## src/rtl/ihex_pkg.sv

```systemverilog
// Shared types and codes for the Intel HEX record decoder.
// No dependencies; every other file uses this package by scoped names.
package ihex_pkg;

	localparam int unsigned MAX_RECORD_BYTES_DEF = 512;

	// byte positions within a record
	localparam int unsigned POS_COUNT     = 0;
	localparam int unsigned POS_ADDR_HI   = 1;
	localparam int unsigned POS_ADDR_LO   = 2;
	localparam int unsigned POS_TYPE      = 3;
	localparam int unsigned POS_EXT_HI    = 4;
	localparam int unsigned POS_EXT_LO    = 5;
	localparam int unsigned PAYLOAD_START = 4;
	localparam int unsigned MIN_RECORD    = 5;

	localparam logic [7:0] EXT_COUNT = 8'd2;

	localparam logic KIND_DATA   = 1'b0;
	localparam logic KIND_STATUS = 1'b1;

	localparam logic [7:0] RT_DATA      = 8'h00;
	localparam logic [7:0] RT_EOF       = 8'h01;
	localparam logic [7:0] RT_EXT_SEG   = 8'h02;
	localparam logic [7:0] RT_START_SEG = 8'h03;
	localparam logic [7:0] RT_EXT_LIN   = 8'h04;
	localparam logic [7:0] RT_START_LIN = 8'h05;

	localparam logic [3:0] ST_DATA_OK       = 4'd0;
	localparam logic [3:0] ST_SEGMENT_SET   = 4'd1;
	localparam logic [3:0] ST_LINEAR_SET    = 4'd2;
	localparam logic [3:0] ST_EOF           = 4'd3;
	localparam logic [3:0] ST_START_SKIPPED = 4'd4;
	localparam logic [3:0] ST_UNKNOWN_TYPE  = 4'd5;
	localparam logic [3:0] ST_TOO_SHORT     = 4'd6;
	localparam logic [3:0] ST_BAD_CHECKSUM  = 4'd7;
	localparam logic [3:0] ST_BAD_COUNT     = 4'd8;
	localparam logic [3:0] ST_IGNORED       = 4'd9;

	typedef struct packed {
		logic [7:0] rec_byte;
		logic       end_of_record;
	} ihex_in_t;

	typedef struct packed {
		logic        kind;
		logic [31:0] target_address;
		logic [7:0]  data_byte;
		logic [7:0]  record_type;
		logic [3:0]  status;
	} ihex_out_t;

	// core to register stages
	typedef struct packed {
		logic advance;
		logic res_valid;
	} ihex_flow_t;

endpackage

```

## src/rtl/ihex_in_reg.sv

```systemverilog
// Input register stage: holds one accepted item for the decode core.
// Depends on ihex_pkg.
module ihex_in_reg (
	input  logic                 clk,
	input  logic                 arst_n,
	input  logic                 byte_valid,
	input  ihex_pkg::ihex_in_t   byte_item,
	output logic                 byte_stall,
	input  ihex_pkg::ihex_flow_t flow,
	output logic                 valid_s1,
	output ihex_pkg::ihex_in_t   item_s1
);

	assign byte_stall = valid_s1 && !flow.advance;

	always_ff @(posedge clk or negedge arst_n) begin
		if (!arst_n) begin
			valid_s1 <= 1'b0;
		end else if (!byte_stall) begin
			valid_s1 <= byte_valid;
		end
	end

	always_ff @(posedge clk) begin
		if (!byte_stall && byte_valid) begin
			item_s1 <= byte_item;
		end
	end

endmodule

```

## src/rtl/ihex_core.sv

```systemverilog
// Record state and decode: byte tracking, checksum, bases and result build.
// Depends on ihex_pkg.
module ihex_core #(
	parameter int unsigned MAX_RECORD_BYTES = ihex_pkg::MAX_RECORD_BYTES_DEF
) (
	input  logic                 clk,
	input  logic                 arst_n,
	input  logic                 valid_s1,
	input  ihex_pkg::ihex_in_t   item_s1,
	input  logic                 out_free,
	output ihex_pkg::ihex_flow_t flow,
	output ihex_pkg::ihex_out_t  res
);

	localparam int unsigned POS_W = $clog2(MAX_RECORD_BYTES + 1);
	localparam int unsigned CMP_W = (POS_W > 8) ? POS_W : 8;

	logic [POS_W-1:0] pos_q;
	logic [7:0]       sum_q;
	logic [7:0]       count_q;
	logic [15:0]      addr_q;
	logic [7:0]       type_q;
	logic [15:0]      ext_q;
	logic [15:0]      linear_q;
	logic [19:0]      seg_q;
	logic             halted_q;

	logic [7:0]       b;
	logic             eor;
	logic             in_range;
	logic [POS_W-1:0] pos_n;
	logic [POS_W-1:0] offset;
	logic [7:0]       sum_n;
	logic [7:0]       count_n;
	logic [15:0]      addr_n;
	logic [7:0]       type_n;
	logic [15:0]      ext_n;
	logic             is_data;
	logic [31:0]      addr_sum;
	logic [3:0]       st;
	logic             halt_set;
	logic             seg_set;
	logic             lin_set;

	assign b        = item_s1.rec_byte;
	assign eor      = item_s1.end_of_record;
	assign in_range = pos_q < POS_W'(MAX_RECORD_BYTES);
	assign offset   = pos_q - POS_W'(ihex_pkg::PAYLOAD_START);

	always_comb begin
		pos_n   = pos_q;
		sum_n   = sum_q;
		count_n = count_q;
		addr_n  = addr_q;
		type_n  = type_q;
		ext_n   = ext_q;
		if (in_range) begin
			pos_n = pos_q + POS_W'(1);
			sum_n = sum_q + b;
			if (pos_q == POS_W'(ihex_pkg::POS_COUNT)) begin
				count_n = b;
			end
			if (pos_q == POS_W'(ihex_pkg::POS_ADDR_HI)) begin
				addr_n = {b, addr_q[7:0]};
			end
			if (pos_q == POS_W'(ihex_pkg::POS_ADDR_LO)) begin
				addr_n = {addr_q[15:8], b};
			end
			if (pos_q == POS_W'(ihex_pkg::POS_TYPE)) begin
				type_n = b;
			end
			if (pos_q == POS_W'(ihex_pkg::POS_EXT_HI)) begin
				ext_n = {b, ext_q[7:0]};
			end
			if (pos_q == POS_W'(ihex_pkg::POS_EXT_LO)) begin
				ext_n = {ext_q[15:8], b};
			end
		end
	end

	assign is_data = in_range && !eor && !halted_q && (type_q == ihex_pkg::RT_DATA) &&
		(pos_q >= POS_W'(ihex_pkg::PAYLOAD_START)) && (CMP_W'(offset) < CMP_W'(count_q));

	assign addr_sum = {linear_q, 16'h0000} + {16'h0000, addr_n} + {12'h000, seg_q} +
		(is_data ? 32'(offset) : 32'h0000_0000);

	always_comb begin
		st       = ihex_pkg::ST_DATA_OK;
		halt_set = 1'b0;
		seg_set  = 1'b0;
		lin_set  = 1'b0;
		if (halted_q) begin
			st = ihex_pkg::ST_IGNORED;
		end else if (pos_n < POS_W'(ihex_pkg::MIN_RECORD)) begin
			st       = ihex_pkg::ST_TOO_SHORT;
			halt_set = 1'b1;
		end else if (sum_n != 8'h00) begin
			st       = ihex_pkg::ST_BAD_CHECKSUM;
			halt_set = 1'b1;
		end else begin
			case (type_n)
				ihex_pkg::RT_DATA: begin
					st = ihex_pkg::ST_DATA_OK;
				end
				ihex_pkg::RT_EOF: begin
					st       = ihex_pkg::ST_EOF;
					halt_set = 1'b1;
				end
				ihex_pkg::RT_EXT_SEG: begin
					if (count_n != ihex_pkg::EXT_COUNT) begin
						st       = ihex_pkg::ST_BAD_COUNT;
						halt_set = 1'b1;
					end else begin
						st      = ihex_pkg::ST_SEGMENT_SET;
						seg_set = 1'b1;
					end
				end
				ihex_pkg::RT_EXT_LIN: begin
					if (count_n != ihex_pkg::EXT_COUNT) begin
						st       = ihex_pkg::ST_BAD_COUNT;
						halt_set = 1'b1;
					end else begin
						st      = ihex_pkg::ST_LINEAR_SET;
						lin_set = 1'b1;
					end
				end
				ihex_pkg::RT_START_SEG, ihex_pkg::RT_START_LIN: begin
					st = ihex_pkg::ST_START_SKIPPED;
				end
				default: begin
					st = ihex_pkg::ST_UNKNOWN_TYPE;
				end
			endcase
		end
	end

	always_comb begin
		if (is_data) begin
			res.kind           = ihex_pkg::KIND_DATA;
			res.target_address = addr_sum;
			res.data_byte      = b;
			res.record_type    = 8'h00;
			res.status         = ihex_pkg::ST_DATA_OK;
		end else begin
			res.kind           = ihex_pkg::KIND_STATUS;
			res.target_address = halted_q ? 32'h0000_0000 : addr_sum;
			res.data_byte      = 8'h00;
			res.record_type    = type_n;
			res.status         = st;
		end
	end

	assign flow.res_valid = is_data || eor;
	assign flow.advance   = valid_s1 && (!flow.res_valid || out_free);

	always_ff @(posedge clk or negedge arst_n) begin
		if (!arst_n) begin
			pos_q    <= '0;
			sum_q    <= '0;
			count_q  <= '0;
			addr_q   <= '0;
			type_q   <= '0;
			ext_q    <= '0;
			linear_q <= '0;
			seg_q    <= '0;
			halted_q <= 1'b0;
		end else if (flow.advance) begin
			if (eor) begin
				pos_q   <= '0;
				sum_q   <= '0;
				count_q <= '0;
				addr_q  <= '0;
				type_q  <= '0;
				ext_q   <= '0;
				if (halt_set) begin
					halted_q <= 1'b1;
				end
				if (seg_set) begin
					seg_q <= {ext_n, 4'h0};
				end
				if (lin_set) begin
					linear_q <= ext_n;
				end
			end else begin
				pos_q   <= pos_n;
				sum_q   <= sum_n;
				count_q <= count_n;
				addr_q  <= addr_n;
				type_q  <= type_n;
				ext_q   <= ext_n;
			end
		end
	end

endmodule

```

## src/rtl/ihex_out_reg.sv

```systemverilog
// Result register stage: holds one result item until the sink takes it.
// Depends on ihex_pkg.
module ihex_out_reg (
	input  logic                 clk,
	input  logic                 arst_n,
	input  ihex_pkg::ihex_flow_t flow,
	input  ihex_pkg::ihex_out_t  res,
	output logic                 out_free,
	output logic                 valid_s2,
	output ihex_pkg::ihex_out_t  item_s2,
	input  logic                 result_stall
);

	logic load;

	assign out_free = !valid_s2 || !result_stall;
	assign load     = out_free && flow.advance && flow.res_valid;

	always_ff @(posedge clk or negedge arst_n) begin
		if (!arst_n) begin
			valid_s2 <= 1'b0;
		end else if (out_free) begin
			valid_s2 <= load;
		end
	end

	always_ff @(posedge clk) begin
		if (load) begin
			item_s2 <= res;
		end
	end

endmodule

```

## src/rtl/intel_hex_record_decoder_unit.sv

```systemverilog
// Intel HEX record decoder. Bytes are held in the input register, results in the
// result register. Throughput: one byte per cycle unless stalled; the input register,
// decode core and result register let a new byte in while a result waits to be taken.
// Reset (arst_n low, asynchronous): record state, address bases and halt flag clear.
// Depends on ihex_pkg, ihex_in_reg, ihex_core, ihex_out_reg.
module intel_hex_record_decoder_unit #(
	parameter int unsigned MAX_RECORD_BYTES = ihex_pkg::MAX_RECORD_BYTES_DEF
) (
	input  logic                clk,
	input  logic                arst_n,
	input  logic                byte_valid,
	output logic                byte_stall,
	input  ihex_pkg::ihex_in_t  byte_item,
	output logic                result_valid,
	input  logic                result_stall,
	output ihex_pkg::ihex_out_t result_item
);

	ihex_pkg::ihex_flow_t flow;
	ihex_pkg::ihex_in_t   item_s1;
	ihex_pkg::ihex_out_t  res;
	logic                 valid_s1;
	logic                 out_free;

	ihex_in_reg u_in (
		.clk        (clk),
		.arst_n     (arst_n),
		.byte_valid (byte_valid),
		.byte_item  (byte_item),
		.byte_stall (byte_stall),
		.flow       (flow),
		.valid_s1   (valid_s1),
		.item_s1    (item_s1)
	);

	ihex_core #(
		.MAX_RECORD_BYTES (MAX_RECORD_BYTES)
	) u_core (
		.clk      (clk),
		.arst_n   (arst_n),
		.valid_s1 (valid_s1),
		.item_s1  (item_s1),
		.out_free (out_free),
		.flow     (flow),
		.res      (res)
	);

	ihex_out_reg u_out (
		.clk          (clk),
		.arst_n       (arst_n),
		.flow         (flow),
		.res          (res),
		.out_free     (out_free),
		.valid_s2     (result_valid),
		.item_s2      (result_item),
		.result_stall (result_stall)
	);

endmodule

```

## config.mk

```make
export PLATFORM = sky130hd
export DESIGN_NAME = intel_hex_record_decoder_unit
export DESIGN_NICKNAME = d
export VERILOG_FILES = /design/src/rtl/ihex_pkg.sv /design/src/rtl/ihex_in_reg.sv /design/src/rtl/ihex_core.sv /design/src/rtl/ihex_out_reg.sv /design/src/rtl/intel_hex_record_decoder_unit.sv
export SDC_FILE = /design/constraint.sdc
export NUM_CORES = 1
export LEC_CHECK = 0
export BUFFER_PORTS_ARGS = -buffer_cell sky130_fd_sc_hd__buf_2
export CAP_MARGIN = 25
export CORE_MARGIN = 2
export CORE_UTILIZATION = 25
export DETAILED_ROUTE_END_ITERATION = 10
export PLACE_DENSITY_LB_ADDON = 0.1
export SYNTH_ARGS = -nofsm -noshare
export SYNTH_HDL_FRONTEND = slang
export SYNTH_SLANG_ARGS = --single-unit
```

## constraint.sdc

```tcl
create_clock -name clk -period 16.7 [get_ports clk]
set_input_delay 1.67 -clock clk [delete_from_list [all_inputs] [get_ports clk]]
set_output_delay 1.67 -clock clk [all_outputs]
set_load 0.02 [all_outputs]
```

==> metrics.txt, run 1 <==
status=finished, final reports clean; pre-CTS setup slack=9.448 ns; Least-Margin Pin Slew=1.042 ns; Max-cap violations=0; setup bufs post-CTS=0; Max Transition Viols Final=0; core box area=0.03883 sq mm; die area=0.04104 sq mm; Worst setup SP type=register; DRT Wirelength=29270 um; first-pass GRT wire length=46130 um; Final Setup Violations=0; Synth top area share=between 20% and 30%; Final Cell Area=0.01133 sq mm; antenna cells=0; Sw Ratio=about 34%; number of flops mapped to enable cells by yosys=62; met2 Track Usage GR=23.09%; wire per inst=18.46 um; nets=between 1000 and 1500; top cells by area, synth=dfrtp_1 (26%), edfxtp_1 (19%), ha_1 (7.0%); # IOs=68; Distinct cells, synth=76; CP Capture Type=register; hpwl dp=20160 um; Slew HR=30.57%; commonest cells after routing, fill and taps aside=nand2_1 (166), dfrtp_1 (101), o21ai_0 (80), buf_2 (66), nor2_1 (63); data arrival time of the critical path=7.53 ns; Reg2Reg Setup Slack=9.46 ns; drt pass-1 iters=5; Internal=825.3 uW; Num CTS Buffers=17; Area Growth Syn to Fin=14.94%; chip width=around 200 um; pin count of the biggest net entering global routing=85; leakage power=slightly below 0.005 uW; part of the power in registers=40.7%; clk slew on worst S/H paths=0.07 ns; worst hold path class=register to register; Psw=434.6 uW; post-detailed-route via-to-cell ratio=4.809; IO Port Bufs=67; row count=72; post-route clock period utilization=43.34%; Setup WS post-layout=about 9.5 ns; Peak supply drop=0.07668 mV; clock power share=31.9%; cts repair resizes=0; H-tree depth=4; share of cells above drive strength 1=between 15 and 20%; initial antenna violation count=0; most common cell after layout, fill and taps aside=nand2_1; FMAX=between 100 and 150 MHz; Clock Latency Late Sink=0.44 ns; Root Driver=clkbuf_16; Iteration-0 DRC Markers=roughly 350; syn_area_per_cell=9.801 sq um; power per cell area=111.2 mW/mm^2; leading area contributor after synthesis=dfrtp_1; Placed Area=0.01075 sq mm; Routed Antenna Nets=0; CTS tree=built; Synth Cell Area=around 0.0099 sq mm; Hold Worst Slack=0.4832 ns; TNS Setup=0 ns; Yosys reg bits=163; Mapped Cells=1006; Fillers=just over 4000; Max FO, Critical Path=13; Overflow after GRT=0; GR Util met1=a little over a fifth; DRC Markers=0; Starting Density=25.39%; Most Used Layer, Global Route=met2; FFs w/ async S/R, synth=61.96%; Setup CP Type=register to register; via count=7627; Comb pwr share=between 20% and 30%; Final Hold Vio Count=0; global-route usage over all layers=about 15%; Setup Skew=0.01386 ns; RSZ-0062 raised after global routing=false; synth warn=0; Die H=approximately 200 um; gpl congestion=0.7823; FF+latch area=around 0.0044 sq mm; vias in the first global route=7593; sequential area share after synthesis=44.52%; multi-input logic area=0.005062 sq mm; Tmin final=about 7.2 ns; Max clock buf depth=2; Main synth FF type=dfrtp_1; critical path required time=16.99 ns; CTS Hold Buffers Added=0; CTS sink cnt=about 160; routing usage on met3=2.247%
## cells in the mapped netlist, types with 9 or more instances
cell type / number
nand2_1: 167
dfrtp_1: 101
o21ai_0: 80
nor2_1: 63
edfxtp_1: 62
ha_1: 55
inv_1: 48
a21oi_1: 39
clkbuf_1: 35
mux2_2: 34
a22o_1: 24
nand3_1: 17
buf_2: 14
mux2i_1: 12
nor2b_1: 12
nor4_1: 12
xnor2_1: 12
nand4_1: 11
o31ai_1: 11
xor2_1: 11
a21o_1: 10
mux2_4: 10
nor3_1: 10
a2bb2oi_1: 9
## power groups by stage
stage / Sequential (uW) / Clock (uW) / Combinational [uW]
2_1_floorplan: 519 / 0 / 242
4_1_cts: 513 / 417 / 352
5_1_grt: 520 / 434 / 392
3_5_place_dp: 520 / 0 / 349
6_report: 513 / 402 / 345
3_3_place_gp: 519 / 0 / 353
## stage by stage
step                cells  utilization [%]  total power [uW]
floorplan            1007                -             761.1
global placement     1553            27.67             871.9
detailed placement   1554            27.68             869.4
CTS                  1586            29.19              1282
global route         1586            29.19              1346
finish               1586            29.19              1260
## kinds of logic after synthesis
| logic type | synth area share [%] |
|---|---|
| and+or+nand+nor | 17.87 |
| AOI/OAI and AO/OA | 15.94 |
| DFF | 44.52 |
| buffers and inverters | 4.366 |
| adders and majority gates | 8.604 |
| muxes | 6.624 |
| xor gates and xnor gates | 2.043 |
| other | 0.03803 |
## routing by layer
metal / routed length, um / vias up
met1: 15030 / 3745
met3: 762 / 22
li1: - / 3751
met2: 13140 / 109
met5: 0 / -
met4: 339 / 0
## flip-flops by register name, indices dropped and copies added (netlist names)
register         flops
u_core.addr_q       16
u_core.count_q       8
u_core.ext_q        16
u_core.halted_q      1
u_core.linear_q     16
u_core.pos_q        10
u_core.seg_q        16
u_core.sum_q         8
u_core.type_q        8
u_in.item_s1         9
u_in.valid_s1        1
u_out.item_s2       53
u_out.valid_s2       1
## area by class of cell
class	instances	share of cell area [%]
clock inverters	10	0.8612
flip-flops and latches	163	38.73
repair buffers	84	4.074
well taps	518	5.719
clock buffers	22	4.284
inverters	50	1.656
multi-input cells	739	44.67
## worst max-delay path: stages, from the launching register on
cell and delay (ns):
dfrtp_1 0.52, nor4_1 0.44, nand2b_1 0.11, xnor2_1 0.17, ha_1 0.22, or4_1 0.49
nor4_1 0.34, o2111ai_1 0.17, a21oi_1 0.82, clkinv_1 0.51, nor2_1 0.25, ha_1 0.15
ha_1 0.19, inv_1 0.07, fa_1 0.39, nand2b_1 0.18, a211oi_1 0.36, o2111ai_1 0.34
a211oi_1 0.46, o32ai_1 0.16, buf_4 0.19, or4_1 0.39, a21oi_1 0.15
## worst paths after layout
| path | cells past startpoint | from | end |
|---|---|---|---|
| worst max-delay path | 22 | u_core.pos_q[4] | u_out.item_s2[51] |
| worst min-delay path | 2 | u_core.addr_q[12] | u_core.addr_q[12] |
| worst max register to register | 22 | u_core.pos_q[4] | u_out.item_s2[51] |
| worst min register to register | 2 | u_core.addr_q[12] | u_core.addr_q[12] |
| max in group asynchronous | 2 | arst_n | u_core.ext_q[9] |
| min in group asynchronous | 1 | arst_n | u_core.sum_q[3] |
(Power assumes the default switching activity.)
==> run 2, diff against run 1 <==
--- a/config.mk
+++ b/config.mk
@@ -5,6 +5,7 @@
 export SDC_FILE = /design/constraint.sdc
 export NUM_CORES = 1
 export LEC_CHECK = 0
+export ABC_AREA = 1
 export BUFFER_PORTS_ARGS = -buffer_cell sky130_fd_sc_hd__buf_2
 export CAP_MARGIN = 25
 export CORE_MARGIN = 2
==> constraint.sdc (replaced) <==
create_clock -name clk -period 6.8 [get_ports clk]
set_input_delay 0.68 -clock clk [delete_from_list [all_inputs] [get_ports clk]]
set_output_delay 0.68 -clock clk [all_outputs]
set_load 0.02 [all_outputs]
==> run 2 against run 1 <==
  * Hold slack got worse by 0.24 ns
  * Total power rose by 130%
  * Sequential power increased by 120%
  * Critical path type unchanged
==> metrics.txt, run 2 <==
status=finished, final reports clean; Least-Margin Pin Slew=roughly 0.85 ns; compound-gate portion of the synthesized area=10.85%; Most flops, register=u_out.item_s2; die area=between 0.04 and 0.05 sq mm; top cells by area, synth=dfrtp_1 (25%), edfxtp_1 (18%), nand2_1 (14%); number of flops mapped to enable cells by yosys=62; Synth top area share=24.76%; CTS Hold Buffers Added=0; power per cell area=247.5 mW/mm^2; DRC Markers=0; post-synthesis simple-gate area fraction=28.96%; Psw=961.1 uW; Final Setup Violations=0; largest family of logic cells by synthesized area=simple AND/OR/NAND/NOR gates; via count=8565; Setup CP Type=register to register; mux cell area share after synthesis=0.09805%; most common library cells after synthesis=nand2_1 (387), inv_1 (136), nor2_1 (119); Die H=206.1 um; Num CTS Buffers=17; part of the power in registers=between 30% and 40%; CTS sink cnt=163; Hold Worst Slack=approximately 0.24 ns; global-route usage over all layers=15.99%; Adder-Cell Fraction of Synth Area=8.310%; sequential area share after synthesis=43.00%; leading area contributor after synthesis=dfrtp_1; CTS tree=built; Overflow after GRT=0; # IOs=a little under 70; clk slew on worst S/H paths=0.07 ns; gpl congestion=between 0.8 and 0.9; CP Capture Type=register; FFs w/ async S/R, synth=61.96%; post-route clock period utilization=74.94%; most common cell after layout, fill and taps aside=nand2_1; total power=2901 uW; Max-cap violations=0; Mapped Cells=1313; setup bufs post-CTS=0; RSZ-0062 raised after global routing=false; nets=1437; commonest cells after routing, fill and taps aside=nand2_1 (386), inv_1 (135), nor2_1 (118), dfrtp_1 (101), o21ai_0 (99); FMAX=196.2 MHz; Max clock buf depth=2; vias in the first global route=8598; hpwl dp=23470 um; Comb pwr share=22.6%; max reg flops=between 50 and 60; Inst Count DP=approximately 1900; Routed Antenna Nets=0; Final Hold Vio Count=0; most frequent cell after synthesis=nand2_1; cts repair resizes=0; Root Driver=clkbuf_16; Placed Area=0.01105 sq mm; leakage power=0.005562 uW; FF+latch area=0.004389 sq mm; Worst setup SP type=register; chip width=206.1 um; multi-input logic area=between 0.005 and 0.006 sq mm; Final Non-Filler Cells=1907; worst hold path class=input pin to asynchronous set/reset pin; syn_area_per_cell=7.775 sq um; TNS Setup=0 ns; Internal=1940 uW; row count=74; Max FO, Critical Path=17; H-tree depth=4; Fillers=4464; Distinct cells, synth=45; Main synth FF type=dfrtp_1; Max Transition Viols Final=0; Final Cell Area=between 0.01 and 0.015 sq mm; post-detailed-route via-to-cell ratio=roughly 4.5; Slew HR=42.55%; Sw Ratio=between 30% and 40%; Starting Density=25.17%; Clock Latency Late Sink=roughly 0.45 ns; Yosys reg bits=163; Tmin final=between 5 and 6 ns; Area Growth Syn to Fin=14.82%; synth warn=0; drt pass-1 iters=5; IO Port Bufs=67; Iteration-0 DRC Markers=roughly 410; Worst Reg-to-Reg Cells=21; xor/xnor cell area share of the yosys netlist=1.115%; share of cells above drive strength 1=11.72%; Setup Skew=0.01478 ns; initial antenna violation count=0; pin count of the biggest net entering global routing=between 70 and 80; clock power share=a little under two fifths; first-pass GRT wire length=51020 um; wire per inst=16.94 um; Peak supply drop=roughly 0.18 mV; core box area=0.04055 sq mm; critical path required time=6.99 ns; DRT Wirelength=32310 um; Synth Cell Area=between 0.01 and 0.015 sq mm; data arrival time of the critical path=5.28 ns
run 2: cell types whose count changed after synthesis, sizes merged, moves of 11 or more:
cell    previous run  this run
inv               48       139
o21ai             80       103
a21oi             40        88
nor2              63       129
nor4              15         0
nand2            168       394
mux2i             12         1
mux2              44         0
nor2b             12         0
nand3             19        98
a22o              24         0
or2                4        23
clkbuf            35        23
run 2: per-stage QoR:
stage / util, % / setup slack (ns)
finish: 28.90 / 1.704
global route: 28.90 / 1.116
CTS: 28.90 / 1.652
detailed placement: 27.26 / 1.687
global placement: 27.19 / 1.745
floorplan: - / 2.113
run 2: cell families after synthesis:
| logic type | Yosys count |
|---|---|
| buffers and inverters | 186 |
| muxes | 1 |
| DFF | 163 |
| and+or+nand+nor | 675 |
| other | 1 |
| AOI/OAI and AO/OA | 211 |
| adders and majority gates | 63 |
| xor gates and xnor gates | 13 |
run 2: path summary, 6_finish.rpt:
kind / from / to / slack (ns)
min in group clk: byte_item[7] / u_in.item_s1[7] / 0.41
hold / removal: arst_n / u_core.sum_q[1] / 0.24
hold reg to reg: u_core.seg_q[8] / u_core.seg_q[8] / 0.48
setup reg to reg: u_core.pos_q[2] / u_out.item_s2[51] / 1.70
setup / recovery: u_core.pos_q[2] / u_out.item_s2[51] / 1.70
max in group asynchronous: arst_n / u_core.seg_q[18] / 5.25
run 2: layout make-up:
cell class | instances | area share, %
timing repair buffer | 75 | 3.565
clock buffer | 22 | 4.601
clock inverter | 10 | 1.078
tap | 532 | 5.679
inverter | 139 | 4.451
multi-input combinational | 965 | 43.16
sequential | 163 | 37.45
antenna | 1 | 0.02135
run 2: per-layer routing:
metal	routed length [um]	GRT usage [%]	up-vias
li1	-	-	4378
met1	15590	21.52	4050
met2	15570	27.34	129
met3	964	2.460	8
met4	178	2.832	0
met5	0	0	-
run 2: worst max-delay path: stages, from the launching register on:
cell and delay, ns:
dfrtp_1 0.45, inv_1 0.13, ha_1 0.29, or2_2 0.34, nand2_1 0.07, ha_1 0.22
nand2_1 0.08, nor2_1 0.04, o21ai_0 0.07, o211ai_1 0.12, nand3_1 0.10, nand3_2 0.29
a21oi_1 0.26, fa_1 0.47, ha_1 0.37, nand3_1 0.09, nand2_1 0.15, a21boi_0 0.23
o31ai_1 0.79, nand2_1 0.10, nand2_1 0.09, a21oi_1 0.06
run 2: power groups by stage:
stage	combinational (uW)	sequential (uW)	clock [uW]
2_1_floorplan	461	1160	0
3_3_place_gp	668	1160	0
3_5_place_dp	663	1160	0
4_1_cts	668	1140	1140
5_1_grt	763	1150	1180
6_report	656	1140	1110
